## src/design/pressure_sensor_poll_convert_tare_core_defines.svh

```systemverilog
// ----------------------------------------------------------------------------
// Assertion macros for the pressure sensor poll, convert and tare core
// Shared property templates, clocked on clk_i and disabled during reset.
// ----------------------------------------------------------------------------
`ifndef PRESSURE_SENSOR_POLL_CONVERT_TARE_CORE_DEFINES_SVH
`define PRESSURE_SENSOR_POLL_CONVERT_TARE_CORE_DEFINES_SVH

// Same-cycle implication.
`define PSPCT_ASSERT_NOW(lbl, ante, cons, msg) \
  lbl: assert property (@(posedge clk_i) disable iff (!rst_ni) (ante) |-> (cons)) \
    else $error(msg);

// Next-cycle implication.
`define PSPCT_ASSERT_NEXT(lbl, ante, cons, msg) \
  lbl: assert property (@(posedge clk_i) disable iff (!rst_ni) (ante) |=> (cons)) \
    else $error(msg);

`endif

```

## src/design/pspct_pkg.sv

```systemverilog
// ----------------------------------------------------------------------------
// pspct_pkg
// Types, codes and constants of the pressure sensor poll, convert and tare core.
// ----------------------------------------------------------------------------
`default_nettype none

package pspct_pkg;

  // Field widths
  localparam int unsigned ACTION_W  = 3;
  localparam int unsigned TIME_W    = 32;
  localparam int unsigned STATUS_W  = 8;
  localparam int unsigned COUNTS_W  = 24;
  localparam int unsigned RESULT_W  = 2;
  localparam int unsigned PRESS_W   = 32;
  localparam int unsigned PRANGE_W  = 22;
  localparam int unsigned LIMIT_W   = 21;
  localparam int unsigned CONV_W    = 8;

  // Configuration port
  localparam int unsigned APB_DATA_W = 32;
  localparam int unsigned APB_ADDR_W = 5;
  localparam int unsigned REG_IDX_W  = 3;

  // Conversion datapath widths
  localparam int unsigned DIFF_W = COUNTS_W + 1;        // counts minus offset
  localparam int unsigned PSPAN_W = PRANGE_W + 1;       // pressure span
  localparam int unsigned PROD_W = DIFF_W + PSPAN_W;    // product of both
  localparam int unsigned DVS_W  = DIFF_W;              // divisor magnitude

  // Sensor status byte bits
  localparam int unsigned ST_BUSY_BIT   = 5;
  localparam int unsigned ST_MEMERR_BIT = 2;

  // Register reset values
  localparam logic [COUNTS_W-1:0] OUT_MIN_RST  = 24'd1677722;
  localparam logic [COUNTS_W-1:0] OUT_MAX_RST  = 24'd15099494;
  localparam logic [PRANGE_W-1:0] P_MIN_RST    = 22'd0;
  localparam logic [PRANGE_W-1:0] P_MAX_RST    = 22'd30000;
  localparam logic [LIMIT_W-1:0]  TARE_LIM_RST = 21'd500;
  localparam logic [CONV_W-1:0]   CONV_T_RST   = 8'd5;

  typedef enum logic [ACTION_W-1:0] {
    ACT_UPDATE   = 3'd0,
    ACT_ZERO     = 3'd1,
    ACT_ZERO_RST = 3'd2,
    ACT_STATUS   = 3'd3,
    ACT_REINIT   = 3'd4
  } action_e;

  typedef enum logic [RESULT_W-1:0] {
    RES_OK   = 2'd0,
    RES_BUSY = 2'd1,
    RES_ERR  = 2'd2
  } result_e;

  typedef enum logic [REG_IDX_W-1:0] {
    REG_OUT_MIN  = 3'd0,
    REG_OUT_MAX  = 3'd1,
    REG_P_MIN    = 3'd2,
    REG_P_MAX    = 3'd3,
    REG_TARE_LIM = 3'd4,
    REG_CONV_T   = 3'd5
  } reg_idx_e;

  // Divider status toward the sequencer.
  typedef struct packed {
    logic busy;
    logic done;
  } div_stat_t;

endpackage

`default_nettype wire

```

## src/design/pspct_req_if.sv

```systemverilog
// ----------------------------------------------------------------------------
// pspct_req_if
// Request channel: one action per transfer with the bus outcomes.
// ----------------------------------------------------------------------------
`default_nettype none

interface pspct_req_if
  import pspct_pkg::*;
();
  logic                valid;
  logic                ready;
  logic [ACTION_W-1:0] action;
  logic [TIME_W-1:0]   now_ms;
  logic                write_ok;
  logic                read_ok;
  logic [STATUS_W-1:0] rx_status;
  logic [COUNTS_W-1:0] rx_counts;

  modport source (
    output valid, action, now_ms, write_ok, read_ok, rx_status, rx_counts,
    input  ready
  );
  modport sink (
    input  valid, action, now_ms, write_ok, read_ok, rx_status, rx_counts,
    output ready
  );
endinterface

`default_nettype wire

```

## src/design/pspct_rsp_if.sv

```systemverilog
// ----------------------------------------------------------------------------
// pspct_rsp_if
// Response channel: one result transfer for every request.
// ----------------------------------------------------------------------------
`default_nettype none

interface pspct_rsp_if
  import pspct_pkg::*;
();
  logic                valid;
  logic                ready;
  logic [RESULT_W-1:0] result_code;
  logic                issue_measure;
  logic                issue_read;
  logic signed [PRESS_W-1:0] pressure_x100;
  logic [STATUS_W-1:0] last_status_byte;
  logic                zero_refused;

  modport source (
    output valid, result_code, issue_measure, issue_read, pressure_x100,
           last_status_byte, zero_refused,
    input  ready
  );
  modport sink (
    input  valid, result_code, issue_measure, issue_read, pressure_x100,
           last_status_byte, zero_refused,
    output ready
  );
endinterface

`default_nettype wire

```

## src/design/pspct_div.sv

```systemverilog
// ----------------------------------------------------------------------------
// pspct_div
// Restoring unsigned divider, one quotient bit per cycle.
// ----------------------------------------------------------------------------
`default_nettype none

module pspct_div
  import pspct_pkg::*;
(
  input  wire logic              clk_i,
  input  wire logic              rst_ni,
  input  wire logic              start_i,
  input  wire logic [PROD_W-1:0] dividend_i,
  input  wire logic [DVS_W-1:0]  divisor_i,
  output logic      [PROD_W-1:0] quotient_o,
  output div_stat_t              status_o
);

  localparam int unsigned CNT_W = $clog2(PROD_W + 1);

  logic [DVS_W-1:0]  rem_q;
  logic [PROD_W-1:0] dvd_q;
  logic [DVS_W-1:0]  dvs_q;
  logic [CNT_W-1:0]  cnt_q;
  logic              busy_q, done_q;

  logic [DVS_W:0]    shifted;
  logic [DVS_W+1:0]  trial;
  logic              borrow;

  // Shift in the next dividend bit and try to subtract the divisor.
  assign shifted = {rem_q, dvd_q[PROD_W-1]};
  assign trial   = {1'b0, shifted} - {2'b00, dvs_q};
  assign borrow  = trial[DVS_W+1];

  always_ff @(posedge clk_i or negedge rst_ni) begin
    if (!rst_ni) begin
      busy_q <= 1'b0;
      done_q <= 1'b0;
      cnt_q  <= '0;
    end else begin
      done_q <= 1'b0;
      if (start_i) begin
        busy_q <= 1'b1;
        cnt_q  <= CNT_W'(PROD_W);
      end else if (busy_q) begin
        cnt_q <= cnt_q - CNT_W'(1);
        if (cnt_q == CNT_W'(1)) begin
          busy_q <= 1'b0;
          done_q <= 1'b1;
        end
      end
    end
  end

  // Datapath registers carry no reset.
  always_ff @(posedge clk_i) begin
    if (start_i) begin
      rem_q <= '0;
      dvd_q <= dividend_i;
      dvs_q <= divisor_i;
    end else if (busy_q) begin
      rem_q <= borrow ? shifted[DVS_W-1:0] : trial[DVS_W-1:0];
      dvd_q <= {dvd_q[PROD_W-2:0], ~borrow};
    end
  end

  assign quotient_o    = dvd_q;
  assign status_o.busy = busy_q;
  assign status_o.done = done_q;

endmodule

`default_nettype wire

```

## src/design/pressure_sensor_poll_convert_tare_core.sv

```systemverilog
// ----------------------------------------------------------------------------
// pressure_sensor_poll_convert_tare_core
// Polls a digital pressure sensor, converts counts to hundredths and tares.
// A good frame passes through the multiply state, the divider start state,
// the divide state until the divider finishes, the scaling state and the
// commit; the next request is taken once the commit has returned to idle.
// A frame with a zero count span goes from the multiply state straight to
// the commit, and every other action goes straight to the commit. A result
// that waits at the output holds the next request in its commit state.
// Reset clears the poll state, the tare and the registers to their defaults.
// ----------------------------------------------------------------------------
`default_nettype none
`include "pressure_sensor_poll_convert_tare_core_defines.svh"

module pressure_sensor_poll_convert_tare_core
  import pspct_pkg::*;
#(
  parameter int unsigned COUNT_BITS = 24
) (
  input  wire logic                  clk_i,
  input  wire logic                  rst_ni,
  input  wire logic                  psel,
  input  wire logic                  penable,
  input  wire logic                  pwrite,
  input  wire logic [APB_ADDR_W-1:0] paddr,
  input  wire logic [APB_DATA_W-1:0] pwdata,
  output logic      [APB_DATA_W-1:0] prdata,
  output logic                       pready,
  pspct_req_if.sink                  req_i,
  pspct_rsp_if.source                rsp_o
);

  // Count bits kept from the 24-bit field.
  localparam int unsigned KEEP_BITS = (COUNT_BITS < COUNTS_W) ? COUNT_BITS : COUNTS_W;
  localparam int unsigned SUM_W     = PROD_W + 2;

  typedef enum logic [2:0] {
    S_IDLE,
    S_MUL,
    S_DIV_GO,
    S_DIV,
    S_FIN,
    S_DONE
  } state_e;

  // --------------------------------------------------------------------------
  // Configuration registers
  // --------------------------------------------------------------------------
  logic [COUNTS_W-1:0] out_min_q, out_max_q;
  logic [PRANGE_W-1:0] p_min_q, p_max_q;
  logic [LIMIT_W-1:0]  tare_lim_q;
  logic [CONV_W-1:0]   conv_t_q;
  logic                cfg_wr;
  reg_idx_e            cfg_idx;

  assign pready  = 1'b1;
  assign cfg_wr  = psel && penable && pwrite;
  assign cfg_idx = reg_idx_e'(paddr[APB_ADDR_W-1:2]);

  always_ff @(posedge clk_i or negedge rst_ni) begin
    if (!rst_ni) begin
      out_min_q  <= OUT_MIN_RST;
      out_max_q  <= OUT_MAX_RST;
      p_min_q    <= P_MIN_RST;
      p_max_q    <= P_MAX_RST;
      tare_lim_q <= TARE_LIM_RST;
      conv_t_q   <= CONV_T_RST;
    end else if (cfg_wr) begin
      unique case (cfg_idx)
        REG_OUT_MIN:  out_min_q  <= pwdata[COUNTS_W-1:0];
        REG_OUT_MAX:  out_max_q  <= pwdata[COUNTS_W-1:0];
        REG_P_MIN:    p_min_q    <= pwdata[PRANGE_W-1:0];
        REG_P_MAX:    p_max_q    <= pwdata[PRANGE_W-1:0];
        REG_TARE_LIM: tare_lim_q <= pwdata[LIMIT_W-1:0];
        REG_CONV_T:   conv_t_q   <= pwdata[CONV_W-1:0];
        default: ;
      endcase
    end
  end

  // Register readback, zero extended.
  always_comb begin
    unique case (cfg_idx)
      REG_OUT_MIN:  prdata = APB_DATA_W'(out_min_q);
      REG_OUT_MAX:  prdata = APB_DATA_W'(out_max_q);
      REG_P_MIN:    prdata = APB_DATA_W'(p_min_q);
      REG_P_MAX:    prdata = APB_DATA_W'(p_max_q);
      REG_TARE_LIM: prdata = APB_DATA_W'(tare_lim_q);
      REG_CONV_T:   prdata = APB_DATA_W'(conv_t_q);
      default:      prdata = '0;
    endcase
  end

  // --------------------------------------------------------------------------
  // Sequencer state, poll state and latched request
  // --------------------------------------------------------------------------
  state_e                    state_q;
  logic                      waiting_q;
  logic [TIME_W-1:0]         cmd_time_q;
  logic signed [PRESS_W-1:0] raw_q, tare_q;
  logic [STATUS_W-1:0]       status_q;

  logic [ACTION_W-1:0]       act_q;
  logic [TIME_W-1:0]         now_q;
  logic                      wok_q, rok_q;
  logic [STATUS_W-1:0]       rxs_q;
  logic [KEEP_BITS-1:0]      counts_q;

  logic signed [PROD_W-1:0]  prod_q;
  logic                      neg_q;
  logic [DVS_W-1:0]          span_mag_q;
  logic signed [PRESS_W-1:0] conv_raw_q;

  logic                      out_valid_q;
  logic [RESULT_W-1:0]       out_res_q;
  logic                      out_meas_q, out_rd_q, out_ref_q;
  logic signed [PRESS_W-1:0] out_press_q;
  logic [STATUS_W-1:0]       out_stat_q;

  logic                      accept, commit, need_conv;

  assign req_i.ready = (state_q == S_IDLE);
  assign accept      = req_i.valid && req_i.ready;
  assign commit      = (state_q == S_DONE) && (!out_valid_q || rsp_o.ready);

  // A good frame needs the counts conversion.
  always_comb begin
    logic [TIME_W-1:0] el;
    el = req_i.now_ms - cmd_time_q;
    need_conv = (req_i.action == ACT_UPDATE) && waiting_q
             && !(el < TIME_W'(conv_t_q)) && req_i.read_ok
             && !req_i.rx_status[ST_BUSY_BIT] && !req_i.rx_status[ST_MEMERR_BIT];
  end

  // --------------------------------------------------------------------------
  // Conversion datapath: one multiply, then the divider
  // --------------------------------------------------------------------------
  logic signed [DIFF_W-1:0]  cnt_diff, span_c;
  logic signed [PSPAN_W-1:0] p_span;
  logic signed [PROD_W-1:0]  prod_d;
  logic [PROD_W-1:0]         prod_mag;
  logic [PROD_W-1:0]         quot;
  div_stat_t                 div_st;
  logic                      div_start;

  assign cnt_diff = $signed({{(DIFF_W-KEEP_BITS){1'b0}}, counts_q})
                  - $signed({1'b0, out_min_q});
  assign span_c   = $signed({1'b0, out_max_q}) - $signed({1'b0, out_min_q});
  assign p_span   = $signed({p_max_q[PRANGE_W-1], p_max_q})
                  - $signed({p_min_q[PRANGE_W-1], p_min_q});
  assign prod_d   = cnt_diff * p_span;
  assign prod_mag = prod_q[PROD_W-1] ? PROD_W'(-prod_q) : PROD_W'(prod_q);
  assign div_start = (state_q == S_DIV_GO);

  pspct_div u_div (
    .clk_i      (clk_i),
    .rst_ni     (rst_ni),
    .start_i    (div_start),
    .dividend_i (prod_mag),
    .divisor_i  (span_mag_q),
    .quotient_o (quot),
    .status_o   (div_st)
  );

  // Saturate a wide signed value to the 32-bit pressure range.
  function automatic logic signed [PRESS_W-1:0] sat32(input logic signed [SUM_W-1:0] v);
    logic signed [SUM_W-1:0] hi, lo;
    hi = SUM_W'({1'b0, {(PRESS_W-1){1'b1}}});
    lo = -hi - SUM_W'(1);
    if (v > hi)      sat32 = {1'b0, {(PRESS_W-1){1'b1}}};
    else if (v < lo) sat32 = {1'b1, {(PRESS_W-1){1'b0}}};
    else             sat32 = v[PRESS_W-1:0];
  endfunction

  // Sign the quotient, add the range offset and saturate.
  logic signed [SUM_W-1:0] q_signed, conv_sum;
  assign q_signed = neg_q ? -$signed({2'b00, quot}) : $signed({2'b00, quot});
  assign conv_sum = q_signed + SUM_W'($signed(p_min_q));

  // --------------------------------------------------------------------------
  // Commit of one request
  // --------------------------------------------------------------------------
  logic                      waiting_d;
  logic [TIME_W-1:0]         cmd_time_d;
  logic signed [PRESS_W-1:0] raw_d, tare_d;
  logic [STATUS_W-1:0]       status_d;
  logic [RESULT_W-1:0]       res_d;
  logic                      meas_d, rd_d, ref_d;
  logic signed [PRESS_W-1:0] press_d;

  always_comb begin
    logic [TIME_W-1:0]     el;
    logic signed [PRESS_W:0] lim;
    el         = now_q - cmd_time_q;
    lim        = (PRESS_W+1)'(tare_lim_q);
    waiting_d  = waiting_q;
    cmd_time_d = cmd_time_q;
    raw_d      = raw_q;
    tare_d     = tare_q;
    status_d   = status_q;
    res_d      = RES_OK;
    meas_d     = 1'b0;
    rd_d       = 1'b0;
    ref_d      = 1'b0;
    case (act_q)
      ACT_UPDATE: begin
        if (!waiting_q) begin
          meas_d = 1'b1;
          if (wok_q) begin
            cmd_time_d = now_q;
            waiting_d  = 1'b1;
            res_d      = RES_BUSY;
          end else begin
            res_d = RES_ERR;
          end
        end else if (el < TIME_W'(conv_t_q)) begin
          res_d = RES_BUSY;
        end else begin
          rd_d = 1'b1;
          if (!rok_q) begin
            waiting_d = 1'b0;
            res_d     = RES_ERR;
          end else begin
            status_d = rxs_q;
            if (rxs_q[ST_BUSY_BIT]) begin
              res_d = RES_BUSY;
            end else if (rxs_q[ST_MEMERR_BIT]) begin
              waiting_d = 1'b0;
              res_d     = RES_ERR;
            end else begin
              raw_d  = conv_raw_q;
              meas_d = 1'b1;
              if (wok_q) cmd_time_d = now_q;
              else       waiting_d  = 1'b0;
            end
          end
        end
      end
      ACT_ZERO: begin
        if ($signed({raw_q[PRESS_W-1], raw_q}) > lim ||
            $signed({raw_q[PRESS_W-1], raw_q}) < -lim) begin
          ref_d = 1'b1;
        end else begin
          tare_d = raw_q;
        end
      end
      ACT_ZERO_RST: tare_d = '0;
      ACT_STATUS: ;
      ACT_REINIT: begin
        waiting_d = 1'b0;
        raw_d     = '0;
        status_d  = '0;
      end
      default: res_d = RES_ERR;
    endcase
    press_d = sat32(SUM_W'(raw_d) - SUM_W'(tare_d));
  end

  // --------------------------------------------------------------------------
  // Sequencer with poll state and result register
  // --------------------------------------------------------------------------
  always_ff @(posedge clk_i or negedge rst_ni) begin
    if (!rst_ni) begin
      state_q     <= S_IDLE;
      waiting_q   <= 1'b0;
      cmd_time_q  <= '0;
      raw_q       <= '0;
      tare_q      <= '0;
      status_q    <= '0;
      out_valid_q <= 1'b0;
    end else begin
      // A new result replaces the one that leaves in the same cycle.
      if (commit) begin
        out_valid_q <= 1'b1;
      end else if (rsp_o.ready) begin
        out_valid_q <= 1'b0;
      end
      unique case (state_q)
        S_IDLE: if (accept) state_q <= need_conv ? S_MUL : S_DONE;
        S_MUL: state_q <= (span_c == '0) ? S_DONE : S_DIV_GO;
        S_DIV_GO: state_q <= S_DIV;
        S_DIV: if (div_st.done) state_q <= S_FIN;
        S_FIN: state_q <= S_DONE;
        S_DONE: begin
          if (commit) begin
            state_q     <= S_IDLE;
            waiting_q   <= waiting_d;
            cmd_time_q  <= cmd_time_d;
            raw_q       <= raw_d;
            tare_q      <= tare_d;
            status_q    <= status_d;
          end
        end
        default: state_q <= S_IDLE;
      endcase
    end
  end

  // Payload registers: request latch, conversion values and result fields.
  always_ff @(posedge clk_i) begin
    if (accept) begin
      act_q    <= req_i.action;
      now_q    <= req_i.now_ms;
      wok_q    <= req_i.write_ok;
      rok_q    <= req_i.read_ok;
      rxs_q    <= req_i.rx_status;
      counts_q <= req_i.rx_counts[KEEP_BITS-1:0];
    end
    if (state_q == S_MUL) begin
      prod_q     <= prod_d;
      neg_q      <= prod_d[PROD_W-1] ^ span_c[DIFF_W-1];
      span_mag_q <= span_c[DIFF_W-1] ? DVS_W'(-span_c) : DVS_W'(span_c);
      conv_raw_q <= PRESS_W'($signed(p_min_q));
    end
    if (state_q == S_FIN) conv_raw_q <= sat32(conv_sum);
    if (commit) begin
      out_res_q   <= res_d;
      out_meas_q  <= meas_d;
      out_rd_q    <= rd_d;
      out_ref_q   <= ref_d;
      out_press_q <= press_d;
      out_stat_q  <= status_d;
    end
  end

  assign rsp_o.valid            = out_valid_q;
  assign rsp_o.result_code      = out_res_q;
  assign rsp_o.issue_measure    = out_meas_q;
  assign rsp_o.issue_read       = out_rd_q;
  assign rsp_o.pressure_x100    = out_press_q;
  assign rsp_o.last_status_byte = out_stat_q;
  assign rsp_o.zero_refused     = out_ref_q;

  // --------------------------------------------------------------------------
  // Assertions
  // --------------------------------------------------------------------------
  `PSPCT_ASSERT_NOW(a_div_only_in_div, div_st.busy, state_q == S_DIV,
                    "divider busy outside the divide state")
  `PSPCT_ASSERT_NEXT(a_good_frame_muls, accept && need_conv, state_q == S_MUL,
                     "good frame did not enter the conversion")
  `PSPCT_ASSERT_NEXT(a_commit_shows, commit, out_valid_q && state_q == S_IDLE,
                     "committed request did not produce a result")
  `PSPCT_ASSERT_NOW(a_wait_from_update, $rose(waiting_q),
                    $past(act_q) == ACT_UPDATE,
                    "poll wait entered by an action other than update")

endmodule

`default_nettype wire

```

## src/flat_wrapper.sv

```systemverilog
// flat-port wrapper written by rule: the top's interface ports become plain ports
module pressure_sensor_poll_convert_tare_core_flat import pspct_pkg::*;
#(
  parameter int unsigned COUNT_BITS = 24
)
  (clk_i, rst_ni, psel, penable, pwrite, paddr, pwdata, prdata, pready, req_i_valid, req_i_action, req_i_now_ms, req_i_write_ok, req_i_read_ok, req_i_rx_status, req_i_rx_counts, req_i_ready, rsp_o_valid, rsp_o_result_code, rsp_o_issue_measure, rsp_o_issue_read, rsp_o_pressure_x100, rsp_o_last_status_byte, rsp_o_zero_refused, rsp_o_ready);
  pspct_req_if req_i_i ();
  pspct_rsp_if rsp_o_i ();
  input  wire logic clk_i;
  input  wire logic rst_ni;
  input  wire logic psel;
  input  wire logic penable;
  input  wire logic pwrite;
  input  wire logic [APB_ADDR_W-1:0] paddr;
  input  wire logic [APB_DATA_W-1:0] pwdata;
  output logic      [APB_DATA_W-1:0] prdata;
  output logic pready;
  input wire logic [$bits(req_i_i.valid)-1:0] req_i_valid;
  input wire logic [$bits(req_i_i.action)-1:0] req_i_action;
  input wire logic [$bits(req_i_i.now_ms)-1:0] req_i_now_ms;
  input wire logic [$bits(req_i_i.write_ok)-1:0] req_i_write_ok;
  input wire logic [$bits(req_i_i.read_ok)-1:0] req_i_read_ok;
  input wire logic [$bits(req_i_i.rx_status)-1:0] req_i_rx_status;
  input wire logic [$bits(req_i_i.rx_counts)-1:0] req_i_rx_counts;
  output wire logic [$bits(req_i_i.ready)-1:0] req_i_ready;
  output wire logic [$bits(rsp_o_i.valid)-1:0] rsp_o_valid;
  output wire logic [$bits(rsp_o_i.result_code)-1:0] rsp_o_result_code;
  output wire logic [$bits(rsp_o_i.issue_measure)-1:0] rsp_o_issue_measure;
  output wire logic [$bits(rsp_o_i.issue_read)-1:0] rsp_o_issue_read;
  output wire logic [$bits(rsp_o_i.pressure_x100)-1:0] rsp_o_pressure_x100;
  output wire logic [$bits(rsp_o_i.last_status_byte)-1:0] rsp_o_last_status_byte;
  output wire logic [$bits(rsp_o_i.zero_refused)-1:0] rsp_o_zero_refused;
  input wire logic [$bits(rsp_o_i.ready)-1:0] rsp_o_ready;
  assign req_i_i.valid = req_i_valid;
  assign req_i_i.action = req_i_action;
  assign req_i_i.now_ms = req_i_now_ms;
  assign req_i_i.write_ok = req_i_write_ok;
  assign req_i_i.read_ok = req_i_read_ok;
  assign req_i_i.rx_status = req_i_rx_status;
  assign req_i_i.rx_counts = req_i_rx_counts;
  assign req_i_ready = req_i_i.ready;
  assign rsp_o_valid = rsp_o_i.valid;
  assign rsp_o_result_code = rsp_o_i.result_code;
  assign rsp_o_issue_measure = rsp_o_i.issue_measure;
  assign rsp_o_issue_read = rsp_o_i.issue_read;
  assign rsp_o_pressure_x100 = rsp_o_i.pressure_x100;
  assign rsp_o_last_status_byte = rsp_o_i.last_status_byte;
  assign rsp_o_zero_refused = rsp_o_i.zero_refused;
  assign rsp_o_i.ready = rsp_o_ready;
  pressure_sensor_poll_convert_tare_core #(.COUNT_BITS(COUNT_BITS)) u_core (.clk_i(clk_i), .rst_ni(rst_ni), .psel(psel), .penable(penable), .pwrite(pwrite), .paddr(paddr), .pwdata(pwdata), .prdata(prdata), .pready(pready), .req_i(req_i_i), .rsp_o(rsp_o_i));
endmodule
```

## config.mk

```make
export PLATFORM = sky130hd
export DESIGN_NAME = pressure_sensor_poll_convert_tare_core_flat
export DESIGN_NICKNAME = d
export VERILOG_FILES = /design/src/design/pspct_pkg.sv /design/src/design/pspct_req_if.sv /design/src/design/pspct_rsp_if.sv /design/src/design/pspct_div.sv /design/src/design/pressure_sensor_poll_convert_tare_core.sv /design/src/flat_wrapper.sv
export VERILOG_INCLUDE_DIRS = /design/src /design/src/design
export SDC_FILE = /design/constraint.sdc
export NUM_CORES = 2
export LEC_CHECK = 0
export BUFFER_PORTS_ARGS = -buffer_cell sky130_fd_sc_hd__buf_2
export CAP_MARGIN = 40
export CORE_MARGIN = 1
export CORE_UTILIZATION = 65
export CTS_CLUSTER_SIZE = 8
export DETAILED_ROUTE_END_ITERATION = 16
export GPL_ROUTABILITY_DRIVEN = 0
export HOLD_SLACK_MARGIN = 0.02
export PLACE_DENSITY = 0.87
export SYNTH_ARGS = -nofsm -noshare
export SYNTH_HDL_FRONTEND = slang
export SYNTH_SLANG_ARGS = --single-unit
```

## constraint.sdc

```tcl
create_clock -name clk_i -period 13.15 [get_ports clk_i]
set_clock_uncertainty 0.1 [all_clocks]
set_input_delay 0 -clock clk_i [delete_from_list [all_inputs] [get_ports clk_i]]
set_output_delay 0 -clock clk_i [all_outputs]
set_load 0.02 [all_outputs]
```

Word level (Yosys, flattened, before mapping)
Index checks and enable logic that the tools add are counted.

Div/mod/pow operators: 0. Shift-type cells: 0. Bitwise logic cells: 2. Equality and inequality tests: 22. Reductions and logical operators: 36. $mul: 1. Multiplexer cells: 67. Magnitude comparators: 8. $add $sub $neg: 13.

Operators by type and width (number): 32-bit two-way mux (17); 48-bit two-way mux (3); 24-bit one-hot mux with 6 select lines (1); 32-bit one-hot mux with 2 select lines (2); 50-bit by 32-bit > comparator with 1-bit output (second input constant) (2); 50-bit by 32-bit less-than comparator with 1-bit output (second input constant) (2); 32-bit by 8-bit less-than comparator with 1-bit output (2); 32-bit subtractor (2); 50-bit by 22-bit adder with 50-bit output (1); 50-bit two-way mux (1); 48-bit negation with 50-bit output (1); 24-bit by 24-bit subtractor with 25-bit output (2); 25-bit by 23-bit multiplier with 48-bit output (1); 48-bit negation (1); 32-bit by 33-bit less-than comparator with 1-bit output (1); 21-bit negation with 33-bit output (1); 32-bit by 32-bit subtractor with 33-bit output (1); 32-bit by 22-bit > comparator with 1-bit output (1); 26-bit by 25-bit subtractor with 27-bit output (1); 25-bit logical NOT (1); 25-bit two-way mux (1); 25-bit negation (1); 24-bit two-way mux (1); 8-bit two-way mux (3); other kinds (27) (99).

Memories kept: 0. Bits in read-only memories: 0. Flip-flop bits (word level): 556. Bits in writable memories: 0. Logic and storage cells: 185. Bits in latches: 0.

Longest topological paths before layout
Depth after elaboration: 10. Depth in mapped cells: 41. Gate-level depth less buffers: 40.

Cells and area by module
A second synthesis with hierarchy kept.

Cell total of the unflattened synthesis: 6697. Area total of the unflattened synthesis: 61687.9 sq um.

By module, submodules not included: pressure_sensor_poll_convert_tare_core (seq. area each 12410.7 sq um, cells an instance 6208, instances 1, area each 56041.2 sq um); pspct_div (seq. area each 2892.8 sq um, cells an instance 489, instances 1, area each 5646.7 sq um).

Worst setup path after synthesis
No wires, ideal clock.

Path kind: reg-to-reg. From: register u_core.p_min_q[1]. To: register u_core.neg_q (data pin). Data required time: 12783 ps. Path slack: 2814 ps. Stages on the path, launching flop included: 37. Arrival: 9969 ps. Buffers on the path: 1. Cells stage by stage: dfrtp_1 -> inv_1 -> ha_1 -> nor2b_1 -> o21ai_0 -> a21boi_1 -> o41a_1 -> a311o_1 -> a2111oi_0 -> nor2_1 -> o311ai_1 -> a21boi_0 -> o41ai_1 -> xor2_1 -> clkbuf_1 -> or2_2 -> fa_1 -> fa_1 -> inv_1 -> fa_1 -> fa_1 -> fa_1 -> fa_1 -> inv_1 -> fa_1 -> inv_1 -> ha_1 -> a31o_2 -> a21o_1 -> or3_1 -> o211a_1 -> a41o_1 -> a21oi_1 -> o211ai_1 -> or4_1 -> nand4_1 -> xnor2_1.

Longest elaborated chain between the ends: 3.

Ends and longest elaborated chain: start, declared (RTL line pressure_sensor_poll_convert_tare_core.sv:50) `logic [PRANGE_W-1:0] p_min_q, p_max_q;`; start signal, assigned (RTL line pressure_sensor_poll_convert_tare_core.sv:72) `REG_P_MIN: p_min_q <= pwdata[PRANGE_W-1:0];`; 22-bit by 22-bit subtractor with 23-bit output (RTL line pressure_sensor_poll_convert_tare_core.sv:150) `- $signed({p_min_q[PRANGE_W-1], p_min_q});`; 25-bit by 23-bit multiplier with 48-bit output (RTL line pressure_sensor_poll_convert_tare_core.sv:151) `assign prod_d = cnt_diff * p_span;`; via u_core.prod_d[47] (RTL line pressure_sensor_poll_convert_tare_core.sv:140) `logic signed [PROD_W-1:0] prod_d;`; 1-bit bitwise XOR (RTL line pressure_sensor_poll_convert_tare_core.sv:311) `neg_q <= prod_d[PROD_W-1] ^ span_c[DIFF_W-1];`; end signal, assigned (RTL line pressure_sensor_poll_convert_tare_core.sv:311); end, declared (RTL line pressure_sensor_poll_convert_tare_core.sv:110) `logic neg_q;`.

The timed path passes the listed nets, and every way through them passes these cells. A chain may end at the register's enable or synchronous reset.

Worst setup path after layout
Same ends and word-level chain as after synthesis.

==> flow_summary.yaml <==
synthesis:
  yosysTopAreaCell: "fa_1"
  synth_area_per_cell_um2: 9.13
  netlist.area_leader.share: 0.200
  yosysSeqAreaShare: 0.248
  yosys.area_share.simple: 0.155
  synth_compound_area_frac: 0.155
  synth_fa_ha_area_frac: 0.290
  syn_inst: 6760
  synthArstFlopShare: 0.428
  yosysMostFrequentCell: "inv_1"
  syn_area_um2: 61800
  synth_top_family_by_area: "adder cells"
  synth_cell_types: 95
  synth_xor_area_frac: 0.0491
  ys.flop_type: "edfxtp_1"
  yosys-top-cells-area: "fa_1, edfxtp_1, ha_1"
  synth_edf_count: 293
  synthMuxAreaShare: 0.0299
  synth.top_cells.by_count: "inv_1, nand2_1, fa_1, ha_1, nor2_1"
  ys_seq_elements: 556
  ys_warn_count: 0
worst_setup_path:
  max_stage_delay_ns: 0.59
  crit_path_start_kind: "flip-flop"
  reg2reg_slack_ns: 1.24
  path_common_cell: "fa_1"
  crit_fanout: 25
  crit_path_end_kind: "flip-flop"
  critPathBufInv: 4
  cp_slowest_cell: "o41ai_1"
  worst-setup-path-type: "reg2reg"
  required_ns: 13.38
  reg2reg_from: "u_core.p_min_q[1]"
  r2r-end: "u_core.neg_q"
  r2r_cells: 35
  cpLargestDelayFamily: "adder cells"
  crit_arrival_ns: 12.14
floorplanning:
  coreArea_um2: 93700
  initial_core_util: 0.659
  dieArea_um2: 96200
  die_y_um: 310
  die_w_um: 310
  boundaryPins: 193
  rows: 112
timing:
  hold_violations: 0
  max-slew-margin-rel: 0.316
  tightest_slew_ns: 1.02
  min_period_ns: 11.91
  rsz0062_at_grt: "false"
  fmax_ghz: 0.0840
  setup_viol: 0
  maxSlewViolCount: 0
  finalSetupTns_ns: 0
  timing.final.crit_share: 0.905
job:
  max-cap-violations: 0
final_layout:
  fillerInstances: 5934
  layout-drive-gt1-share: 0.0885
  finalNetCount: 8173
  syn2layout_area_growth_pct: 11.0
clocking:
  clockBufferDepth: 3
  cts_tree: "yes"
  cts.clk_slew.worst_paths_ns: 0.05
  clkLatencyLatePin_ns: 0.68
  h-tree-depth: 3
  post_cts_buffers: 0
  cts_resized: 0
  clock-sinks: 556
  cts_root_buf: "clkbuf_16"
  postCtsHoldBufs: 165
  numCtsBuffers: 80
worst_hold_path:
  whs_endpoint: "u_core.now_q[2]"
  hold_path.class: "in2reg"
  worstHoldStart: "req_i_now_ms[2]"
  worstHoldPathCells: 2
grt:
  grt_remaining_overflow: 0
  grt_pass1_wl_um: 306000
  antenna_found_initial: 21
  top_usage_layer: "met2"
  grt_max_degree: 93
  grt_util_all_layers: 0.409
  grt_util_met2: 0.631
  grt_pass1_vias: 57000
  met1_usage: 0.489
  gr-usage-met3: 0.137
drt:
  drt-vias-per-instance: 6.68
  first_iter_violations: 7122
  avgRoutedWirePerCell_um: 23.4
  ant_nets: 0
  drt_wl_total_um: 195000
  num_vias: 55700
  drcViolationCount: 0
  drt_pass1_iterations: 14
placement:
  io_buffers: 173
  dp_hpwl_um: 136000
run_status:
  run_status: "complete, no violations"
==> registers in the layout, indices dropped and copies added, names as in the netlist, 8 cells and up <==
signal	flops
u_core.rsp_o.pressure_x100	32
u_core.tare_lim_q	21
u_core.conv_t_q	8
u_core.span_mag_q	25
u_core.tare_q	32
u_core.rxs_q	8
u_core.prod_q	48
u_core.now_q	32
u_core.counts_q	24
u_core.conv_raw_q	32
u_core.cmd_time_q	32
u_core.u_div.rem_q	25
u_core.out_max_q	24
u_core.raw_q	32
u_core.p_max_q	22
u_core.rsp_o.last_status_byte	8
u_core.p_min_q	22
u_core.status_q	8
u_core.out_min_q	24
u_core.u_div.dvs_q	25
u_core.u_div.quotient_o	48
==> stage by stage <==
stage               cell area (um2)  hold slack, ns   util  instances  setup WS, ns
floorplan                     61800          -0.396      -       6767          2.81
global placement              64100          0.0412  0.684       7993          1.93
detailed placement            64300          0.0452  0.686       8007          1.61
CTS                           68400          0.0226  0.730       8321          1.46
global route                  68500          0.0384  0.731       8331         0.713
finish                        68500          0.0300  0.731       8339          1.24
==> metal layers <==
| metal | vias to the layer above | part of all wire | wire length [um] |
|---|---|---|---|
| li1 | 23500 | - | - |
| met1 | 26400 | 0.34 | 66500 |
| met2 | 4468 | 0.44 | 85600 |
| met3 | 1263 | 0.14 | 28200 |
| met4 | 28 | 0.076 | 14800 |
| met5 | - | 0.0010 | 195 |
==> layout by cell type, fill, tap and decap left out, types with 36 or more instances in the layout <==
cell           instances
buf_2                174
edfxtp_1             293
nand3b_1              53
mux2_2               118
nor2b_1              130
xnor2_1              204
dlygate4sd3_1        167
a21oi_1              286
clkbuf_1              60
inv_1                899
nor2_1               357
dfstp_2               39
xor2_1               122
clkbuf_16             80
fa_1                 616
a21boi_0              43
nor4_1                36
a21o_1               147
nand3_1              100
nand2b_1             116
dfrtp_1              199
nand4_1               49
buf_4                 99
a211oi_1              44
mux2i_1               43
nor3_1                90
o22ai_1               51
o211ai_1              88
o31ai_1               76
nand2_1              798
a31oi_1               39
ha_1                 439
and3_1                40
o21a_1                66
and2_1                89
o21ai_0              295
==> worst max-delay path by stage <==
stage | depth (start not counted) | endpoint | from
after floorplan | 36 | u_core.neg_q | u_core.p_min_q[1]
after global placement | 39 | u_core.neg_q | u_core.p_min_q[0]
after detailed placement | 36 | u_core.neg_q | u_core.p_min_q[1]
after CTS | 36 | u_core.neg_q | u_core.p_min_q[1]
after global routing | 36 | u_core.prod_q[46] | u_core.p_min_q[1]
final | 35 | u_core.neg_q | u_core.p_min_q[1]
==> final cells by class <==
type                            instances  area (um2)  area share
Multi-Input combinational cell       5015       42300       0.617
Sequential cell                       556       15300       0.223
Timing Repair Buffer                  451        3530      0.0515
Inverter                              901        3380      0.0494
Clock buffer                          140        2230      0.0325
Tap cell                             1254        1570      0.0229
Clock inverter                          9         200     0.00292
Antenna cell                           13        32.5    0.000475
==> kinds of logic (layout without fill, tap and decap cells) <==
| kind of cell | after synthesis | count (layout) |
|---|---|---|
| simple gates | 1993 | 1993 |
| mux | 168 | 168 |
| flops | 556 | 556 |
| xor+xnor | 346 | 346 |
| compound gates | 1437 | 1437 |
| buf+inv | 1196 | 1501 |
| other cells | 2 | 22 |
| fa+ha+maj | 1062 | 1062 |
Power is not shown: default switching activity piles up to over one toggle a cycle in this logic, so the estimate is an artifact.
